===== src/rtl/gws_pkg.sv =====
`timescale 1ns / 1ps
package gws_pkg;

  // Store sizes
  localparam int MAX_ROWS = 16;
  localparam int MAX_COLS = 16;
  localparam int MAX_WORD = 16;

  localparam int NUM_DIRS   = 8;
  localparam int GRID_DEPTH = MAX_ROWS * MAX_COLS;
  localparam int GRID_AW    = $clog2(GRID_DEPTH);
  localparam int ROW_W      = $clog2(MAX_ROWS);
  localparam int COL_W      = $clog2(MAX_COLS);
  localparam int KW         = $clog2(MAX_WORD);

  // Field widths fixed by the interface
  localparam int OP_W  = 2;
  localparam int FLD_W = 4;
  localparam int LET_W = 8;
  localparam int CFG_W = 5;
  localparam int CNT_W = 9;
  localparam int TOT_W = 12;
  localparam int IDX_W = 2;

  // Signed walk position: wide enough for start plus or minus a full word
  localparam int MAX_DIM = (MAX_ROWS > MAX_COLS) ?
                           ((MAX_ROWS > MAX_WORD) ? MAX_ROWS : MAX_WORD) :
                           ((MAX_COLS > MAX_WORD) ? MAX_COLS : MAX_WORD);
  localparam int POS_W   = ($clog2(MAX_DIM) + 3 > FLD_W + 2) ?
                           $clog2(MAX_DIM) + 3 : FLD_W + 2;

  localparam logic [CNT_W-1:0] COUNT_MAX = CNT_W'(256);

  // Direction steps: right, down, left, up, down-right, up-right, down-left, up-left
  localparam logic signed [1:0] DIR_DR [NUM_DIRS] = '{2'sd0, 2'sd1, 2'sd0, -2'sd1,
                                                      2'sd1, -2'sd1, 2'sd1, -2'sd1};
  localparam logic signed [1:0] DIR_DC [NUM_DIRS] = '{2'sd1, 2'sd0, -2'sd1, 2'sd0,
                                                      2'sd1, 2'sd1, -2'sd1, -2'sd1};

  typedef enum logic [OP_W-1:0] {
    OP_WRITE_CELL   = 2'd0,
    OP_WRITE_LETTER = 2'd1,
    OP_PROBE        = 2'd2,
    OP_CLEAR        = 2'd3
  } opcode_e;

  typedef enum logic [IDX_W-1:0] {
    CFG_GRID_ROWS   = 2'd0,
    CFG_GRID_COLS   = 2'd1,
    CFG_WORD_LENGTH = 2'd2
  } cfg_index_e;

  // Controller to datapath
  typedef struct packed {
    logic accept;
    logic issue;
    logic update;
    logic load_out;
  } cmd_t;

  // Datapath to controller
  typedef struct packed {
    logic last_letter;
    logic out_free;
  } stat_t;

endpackage


===== src/rtl/gws_ctrl.sv =====
`timescale 1ns / 1ps
module gws_ctrl
  import gws_pkg::*;
(
  input  logic    clk_i,
  input  logic    rst_ni,
  input  logic    in_valid_i,
  input  opcode_e in_op_i,
  input  stat_t   stat_i,
  output logic    in_ready_o,
  output cmd_t    cmd_o
);

  typedef enum logic [4:0] {
    ST_IDLE   = 5'b00001,
    ST_RUN    = 5'b00010,
    ST_DRAIN  = 5'b00100,
    ST_UPDATE = 5'b01000,
    ST_RESULT = 5'b10000
  } state_e;

  state_e state_q, state_d;

  // Sequence one item: take it; for a probe walk the letters and settle counters; hand over the beat
  always_comb begin
    state_d    = state_q;
    in_ready_o = 1'b0;
    cmd_o      = '0;
    case (state_q)
      ST_IDLE: begin
        in_ready_o = 1'b1;
        if (in_valid_i) begin
          cmd_o.accept = 1'b1;
          state_d      = (in_op_i == OP_PROBE) ? ST_RUN : ST_RESULT;
        end
      end
      ST_RUN: begin
        cmd_o.issue = 1'b1;
        if (stat_i.last_letter) begin
          state_d = ST_DRAIN;
        end
      end
      ST_DRAIN: begin
        state_d = ST_UPDATE;
      end
      ST_UPDATE: begin
        cmd_o.update = 1'b1;
        state_d      = ST_RESULT;
      end
      ST_RESULT: begin
        if (stat_i.out_free) begin
          cmd_o.load_out = 1'b1;
          state_d        = ST_IDLE;
        end
      end
      default: begin
        state_d = ST_IDLE;
      end
    endcase
  end

  always_ff @(posedge clk_i or negedge rst_ni) begin
    if (!rst_ni) begin
      state_q <= ST_IDLE;
    end else begin
      state_q <= state_d;
    end
  end

endmodule


===== config.mk =====
export PLATFORM = sky130hd
export DESIGN_NAME = gws_ctrl
export DESIGN_NICKNAME = d
export VERILOG_FILES = /design/src/rtl/gws_pkg.sv /design/src/rtl/gws_ctrl.sv
export SDC_FILE = /design/constraint.sdc
export NUM_CORES = 1
export LEC_CHECK = 0
export ABC_AREA = 1
export BUFFER_PORTS_ARGS = -buffer_cell sky130_fd_sc_hd__buf_2
export CAP_MARGIN = 20
export CORE_AREA = 4 4 41 43
export DETAILED_ROUTE_END_ITERATION = 6
export DIE_AREA = 0 0 45 47
export PLACE_DENSITY = 0.52
export SLEW_MARGIN = 5
export SYNTH_ARGS = -nofsm -noshare
export SYNTH_HDL_FRONTEND = slang
export SYNTH_SLANG_ARGS = --single-unit

===== constraint.sdc =====
create_clock -name clk_i -period 1.3 [get_ports clk_i]
set_input_delay 0 -clock clk_i [delete_from_list [all_inputs] [get_ports clk_i]]
set_output_delay 0 -clock clk_i [all_outputs]
set_load 0.03 [all_outputs]

# Yosys cells after proc, flatten, opt, wreduce, memory -nomap -nowiden
# Cells that the tools add are included.
totals:
  rom_bits: 0
  latchBits: 0
  ramBits: 0
  word_cells: 23
  mem_count: 0
  inputBits: 7
  register_bits: 5
classes:
  n_lt_le_gt_ge: 0
  mux: 12
  n_bitwise: 0
  n_shift: 0
  mul: 0
  div: 0
  reduce_logical: 1
  eq_ne: 9
  addsub: 0
ops:
  columns: ["operator", "count"]
  rows:
  - ["case mux 5 bit (5 select lines)", 1]
  - ["two-way mux 5 bit", 4]
  - ["two-way mux 1 bit", 7]
  - ["inequality test 2 bit (second input constant)", 3]
  - ["equality test 5 x 1 -> 1 bit (second input constant)", 1]
  - ["equality test 5 x 2 -> 1 bit (second input constant)", 1]
  - ["equality test 5 x 3 -> 1 bit (second input constant)", 1]
  - ["equality test 5 x 4 -> 1 bit (second input constant)", 1]
  - ["equality test 5 bit (second input constant)", 1]
  - ["AND reduction 3 bit", 1]
  - ["equality test 2 bit (second input constant)", 1]

# Logic depth before layout (Yosys ltp)
# Gate-level depths: netlist of the first run.
depth:
  word_depth: 4
  mapped_depth: 6
  ltp_nobuf: 6

# Worst setup path after synthesis of the first run
# OpenSTA, ideal clock, no wires.
synth_timing:
  kind: "flip-flop to flip-flop"
  startpoint: "register state_q[0]"
  endpoint: "register state_q[1]"
  t_required_ns: 1.226
  slack_ns: 0.044
  arrival_time_ns: 1.183
  path_buffers: 0
  period_less_slack_ns: 1.256
  path_stages_with_launch: 7
  setup_time_ns: 0.074
  path_cell_list: "dfstp_2 inv_1 nor2_4 nand3_4 nor2_4 nand2_1 a21oi_2"
synth_between:
  elab_chain_cells: 3
  elab_cells_between_ends: 10
  cone_classes: "eq/ne: 8; mux: 1; reduce/logical: 1"
synth_rtl:
  columns: ["item", "line", "text"]
  rows:
  - ["start, declared", "gws_ctrl.sv:22", "state_e state_q, state_d;"]
  - ["start signal, assigned", "gws_ctrl.sv:66", "state_q <= state_d;"]
  - ["equality test 5 x 2 -> 1 bit, or another cell as far along", "gws_ctrl.sv:29", "case (state_q)"]
  - ["inequality test 2 bit (no source line)", null, null]
  - ["AND reduction 3 bit (no source line)", null, null]
# Parallel ways exist; a longest one is shown, timed or not.
# A chain may end at the register's enable or synchronous reset.

==> results of run 1 <==
==> kinds of logic after synthesis <==
logic type	count (synthesis)
compound gates	4
flops	5
simple gates	27
buf+inv	13
==> timing repair <==
| item | 4_1_cts | 5_1_grt |
|---|---|---|
| buffers inserted | 1 | 2 |
| gates resized for setup | 4 | 11 |
| setup endpoints to repair | 3 | 8 |
| pin swaps | 2 | 4 |
| endpoints found under the hold margin | 5 | 0 |
| hold buffers | 1 | 0 |
==> critical path, cell delays in order (launching register included) <==
cell and delay (ns):
dfstp_2 0.55, inv_2 0.05, nor2_4 0.10, nand3_4 0.10, nor2_4 0.11, buf_6 0.14
==> stage by stage <==
step	setup WS (ns)	setup TNS, ns
2_1_floorplan	0.0436	0
3_3_place_gp	0.107	0
3_5_place_dp	0.119	0
4_1_cts	-0.0202	-0.0237
5_1_grt	-0.107	-0.449
6_report	0.00213	0
==> per-layer routing <==
layer | GRT usage | up-vias
met4 | 0.0351 | 0
met3 | 0.0230 | 2
li1 | - | 192
met2 | 0.164 | 13
met5 | 0 | -
met1 | 0.117 | 157
==> cell usage in the layout (no fill, tap or decap) <==
cell and n:
dlygate4sd3_1 1, buf_6 4, nor4_1 1, a21oi_2 1
o21bai_1 1, nand4_1 3, buf_4 3, inv_1 9
nand3_4 1, o21ai_1 1, nor2_4 3, buf_2 7
dfrtp_1 4, nand2_1 6, inv_2 4, nor2_2 2
o21ai_0 1, nand3_2 3, nor2_1 6, clkbuf_1 1
clkbuf_4 3, nand3_1 2, dfstp_2 1
==> power groups by stage <==
stage / Sequential (uW) / Clock, uW / Combinational [uW]
2_1_floorplan: 241 / 0 / 347
3_3_place_gp: 250 / 0 / 433
3_5_place_dp: 250 / 0 / 430
4_1_cts: 249 / 184 / 471
5_1_grt: 262 / 195 / 596
6_report: 252 / 179 / 536
==> cell type report <==
class	count	area, um^2
multi-input cells	31	200
clock buffers	4	26.3
flip-flops and latches	5	126
inverters	13	48.8
fillers	147	768
well taps	15	18.8
repair buffers	15	113
==> worst max-delay path by stage <==
| stage | depth (start not counted) | slack, ns | startpoint | to |
|---|---|---|---|---|
| CTS | 5 | -0.02 | state_q[0]$_DFFE_PN1P_ | cmd_o[3] |
| detailed placement | 4 | 0.12 | state_q[3]$_DFFE_PN0P_ | state_q[4]$_DFFE_PN0P_ |
| global route | 5 | -0.11 | state_q[3]$_DFFE_PN0P_ | state_q[4]$_DFFE_PN0P_ |
| finish | 5 | 0.002 | state_q[0]$_DFFE_PN1P_ | cmd_o[3] |
| floorplan | 6 | 0.04 | state_q[0]$_DFFE_PN1P_ | state_q[1]$_DFFE_PN0P_ |
| global placement | 4 | 0.11 | state_q[3]$_DFFE_PN0P_ | state_q[4]$_DFFE_PN0P_ |
==> reports/metrics.cfg, run 1 <==
[timing]
max_freq_mhz = 770
hold_ws_ns = 0.0419
rsz0062_at_grt = true
skew_ns = 0.00595
finalSetupViolations = 0
period_needed_ns = 1.30
final_max_slew_viol_count = 0
tightest_slew_ns = 0.282
min_period_over_period = 0.998
slew_headroom = 0.812
finalHoldViolCount = 0

[place]
place.gp.congestion = 0.756
placed_area_um2 = 439
portBuffers = 11
dpl.hpwl_um = 631
dp_cells = 75

[drt]
m1WireLength_um = 370
drt_iter0_drc = 9
vias_per_cell = 4.39
highest_layer = met4
drc_errors = 0
first_pass_iters = 2
dr_wl_met2_um = 398
wl_per_cell_um = 9.98
route.met3.wl_um = 48
routed_wl_um = 828
vias = 364
ant_nets = 0

[flow_run]
cap_viol_max_count = 0

[yosys]
synth_area_leader_cell = dfrtp_1
avgSynthCellArea_um2 = 7.46
synthXorXnorAreaFrac = 0
synthCells = 49
yosysMostFrequentCell = inv_1
synth_top_area_share = 0.274
async_flop_share = 1.00
yosys.area_share.simple = 0.449
synth-edff-count = 0
synth-seq-cells = 5
synthMuxAreaShare = 0
synth_flop_cell = dfrtp_1
synth_top_family_by_area = simple AND/OR/NAND/NOR gates
synth_fa_ha_area_frac = 0
synth_compound_area_frac = 0.0719
ys_top_cells_by_area = dfrtp_1, inv_1, nor2_4
ys_seq_area_frac = 0.346
ys_warn_count = 0
synth.distinct_cells = 17
syn_area_um2 = 365
synthTopCellsByCount = inv_1, nand2_1, nor2_1, dfrtp_1, nand3_1
synth_nets = 56

[final_layout]
final_cells = 83
largest_reg_flops = 5
final_core_util = 0.410
top_regs = state_q (5)
final_nets = 76
stdcell_area_um2 = 533
n_antenna_cell = 0
layout-drive-gt1-share = 0.471
area_growth_syn_to_layout_pct = 45.9
regMostFlops = state_q

[grt]
grt_pass1_vias = 394
grt_max_degree = 7
antenna_found_initial = 0
grt_pass1_wl_um = 1500
grt_overflow = 0
track_usage = 0.0960

[clocking]
clock-root-buffer = clkbuf_4
clk_pin_slew_ns = 0.05
clkLatencyLatePin_ns = 0.24
cts_tree = done
cts.path.max_buffers = 2
htree_levels = 1
clock_sinks = 5
cts_made_buffers = 3

[die]
die_width_um = 45
fp.dieH_um = 47
dieArea_um2 = 2120
initial_core_util = 0.281
num_rows = 13
io-pin-count = 12
core_region_area_um2 = 1300

[setup_path]
worstPathRequired_ns = 1.30
critPathCaptureType = primary output
reg2reg_to = state_q[4]$_DFFE_PN0P_
critPathLaunchType = flop
crit_type = flop to primary output
reg2reg_from = state_q[3]$_DFFE_PN0P_
r2r_setup_slack_ns = 0.02
critPathArrivalTime_ns = 1.30
r2r_cells = 5
path_max_fanout = 4

[pwr]
pwr-share-seq = 0.260
power.total_uw = 966
vdd_drop_max_v = 0.000762
leakage_uw = 0.000300
switching_power_uw = 423
power_frac_comb = 0.555
powerDensity_nw_per_um2 = 1810
pwr-share-clk = 0.185
swShare = 0.438
internal-power_uw = 543

[hold_path]
min_path_type = primary input to flop
hold_end = state_q[1]$_DFFE_PN0P_
holdPathStages = 4
hold_start = in_op_i[0]

[outcome]
status = finished clean

Note: power is estimated with default switching activity, not from simulation.
==> run 2, diff against run 1 <==
--- a/config.mk
+++ b/config.mk
@@ -8,10 +8,12 @@
 export ABC_AREA = 1
 export BUFFER_PORTS_ARGS = -buffer_cell sky130_fd_sc_hd__buf_2
 export CAP_MARGIN = 20
-export CORE_AREA = 4 4 41 43
+export CELL_PAD_IN_SITES_DETAIL_PLACEMENT = 0
+export CELL_PAD_IN_SITES_GLOBAL_PLACEMENT = 2
+export CORE_MARGIN = 4
+export CORE_UTILIZATION = 24
 export DETAILED_ROUTE_END_ITERATION = 6
-export DIE_AREA = 0 0 45 47
-export PLACE_DENSITY = 0.52
+export PLACE_DENSITY = 0.74
 export SLEW_MARGIN = 5
 export SYNTH_ARGS = -nofsm -noshare
 export SYNTH_HDL_FRONTEND = slang
==> run 2 against run 1 <==
Compared with the run above:
- hold slack lost 0.0050 ns
- routed wire length grew 4.3%
- power grew 12%
- combinational power grew 24%
- final area grew 7.3%
- sequential share of layout area shrank 1.6 points
- cell count grew 3.6%
- clock power shrank 4%
- setup slack gained 0.016 ns
- highest routed layer unchanged
==> reports/metrics.cfg, run 2 (synthesis results as in run 1) <==
[final_layout]
largest_reg_flops = 5
top_regs = state_q (5)
final_cells = 86
layout-drive-gt1-share = 0.493
final_common_cell = inv_1
regMostFlops = state_q
area_growth_syn_to_layout_pct = 56.5
final_cell_mix = inv_1, buf_4, nand2_1, buf_2, nor2_1
n_antenna_cell = 0
final_nets = 79
stdcell_area_um2 = 572

[clocking]
cts.path.max_buffers = 2
clk_pin_slew_ns = 0.05
cts_tree = done
clkLatencyLatePin_ns = 0.24
clock-root-buffer = clkbuf_4
cts_made_buffers = 3
htree_levels = 1
clock_sinks = 5

[timing]
period_needed_ns = 1.28
hold_ws_ns = 0.0369
finalSetupTns_ns = 0
max_freq_mhz = 780
skew_ns = 0.00513
finalSetupViolations = 0
rsz0062_at_grt = true
final_max_slew_viol_count = 0
tightest_slew_ns = 0.317
min_period_over_period = 0.986
slew_headroom = 0.788
finalHoldViolCount = 0

[die]
initial_core_util = 0.267
core_region_area_um2 = 1370
die_width_um = 47.0
io-pin-count = 12
dieArea_um2 = 2210
fp.dieH_um = 47.0
num_rows = 13

[pwr]
switching_power_uw = 455
power.total_uw = 1090
pwr-share-seq = 0.233
leakage_uw = 0.000326
pwr-share-clk = 0.158
internal-power_uw = 631
vdd_drop_max_v = 0.000805
power_frac_comb = 0.609
powerDensity_nw_per_um2 = 1900
swShare = 0.419

[place]
placed_area_um2 = 439
dpl.hpwl_um = 627
place.gp.congestion = 0.697
portBuffers = 11
dp_cells = 75

[drt]
ant_nets = 0
wl_per_cell_um = 10.0
vias_per_cell = 4.42
vias = 380
first_pass_iters = 4
drc_errors = 0
drt_iter0_drc = 4
routed_wl_um = 864

[setup_path]
critPathBufInv = 2
critPathTopFamily = flip-flops
path_max_fanout = 4
cpMaxStageDelayCell = dfstp_2
cpMostUsedCell = nor2_4
critPathLaunchType = flop
critPathArrivalTime_ns = 1.28
path_cells = inv_2 > nor2_4 > nand3_4 > nor2_4 > buf_6
critPathCaptureType = primary output
worstPathRequired_ns = 1.30
crit_type = flop to primary output
worst_path_largest_cell_delay_ns = 0.54

[flow_run]
cap_viol_max_count = 0

[grt]
grt_overflow = 0
track_usage = 0.0965
grt_pass1_vias = 357
grt_pass1_wl_um = 1440
grt_max_degree = 7
antenna_found_initial = 0

[outcome]
status = finished clean

[hold_path]
min_path_type = primary input to flop

==> run 2: final timing paths <==
path / slack, ns / from / depth (start not counted) / endpoint
setup / recovery: 0.02 / state_q[0]$_DFFE_PN1P_ / 5 / cmd_o[3]
hold / removal: 0.04 / in_op_i[0] / 4 / state_q[1]$_DFFE_PN0P_
max in group asynchronous: 0.98 / rst_ni / 2 / state_q[0]$_DFFE_PN1P_
hold reg to reg: 0.54 / state_q[3]$_DFFE_PN0P_ / 1 / state_q[3]$_DFFE_PN0P_
setup reg to reg: 0.08 / state_q[0]$_DFFE_PN1P_ / 7 / state_q[4]$_DFFE_PN0P_
min in group asynchronous: 0.11 / rst_ni / 2 / state_q[3]$_DFFE_PN0P_
==> run 2: cell type report <==
type / instances / area, um^2
flip-flops and latches: 5 / 126
repair buffers: 18 / 143
clock inverters: 1 / 5.00
clock buffers: 3 / 22.5
well taps: 15 / 18.8
inverters: 13 / 48.8
fillers: 149 / 795
multi-input cells: 31 / 208
==> run 2: power groups by stage <==
stage | combinational [uW] | sequential (uW) | clock (uW)
floorplan | 347 | 241 | 0
global placement | 444 | 254 | 0
detailed placement | 430 | 253 | 0
CTS | 558 | 246 | 180
global route | 727 | 261 | 190
finish | 662 | 253 | 172
==> run 2: metal layers <==
metal / global-route usage / vias up / share of wire
li1: - / 199 / -
met1: 0.115 / 164 / 0.42
met2: 0.144 / 13 / 0.47
met3: 0.0115 / 4 / 0.059
met4: 0.0994 / 0 / 0.049
met5: 0 / - / 0
==> run 2: stage by stage <==
stage / setup slack (ns) / utilization
final: 0.0178 / 0.418
after global routing: -0.0624 / 0.418
after CTS: -0.0191 / 0.375
after detailed placement: 0.119 / 0.321
after global placement: 0.107 / 0.321
after floorplan: 0.0436 / -
==> run 2: timing repair <==
item,in CTS,in global routing
endpoints found under the hold margin,5,0
setup endpoints to repair,2,6
gates resized for setup,3,13
pin swaps,2,6
hold buffers,1,0
setup buffers,4,2
==> run 2: tightest hold or removal path, cell delays in order <==
cell     delay, ns
buf_2         0.07
nor2_1        0.04
nand2_1       0.07
a21oi_2       0.05
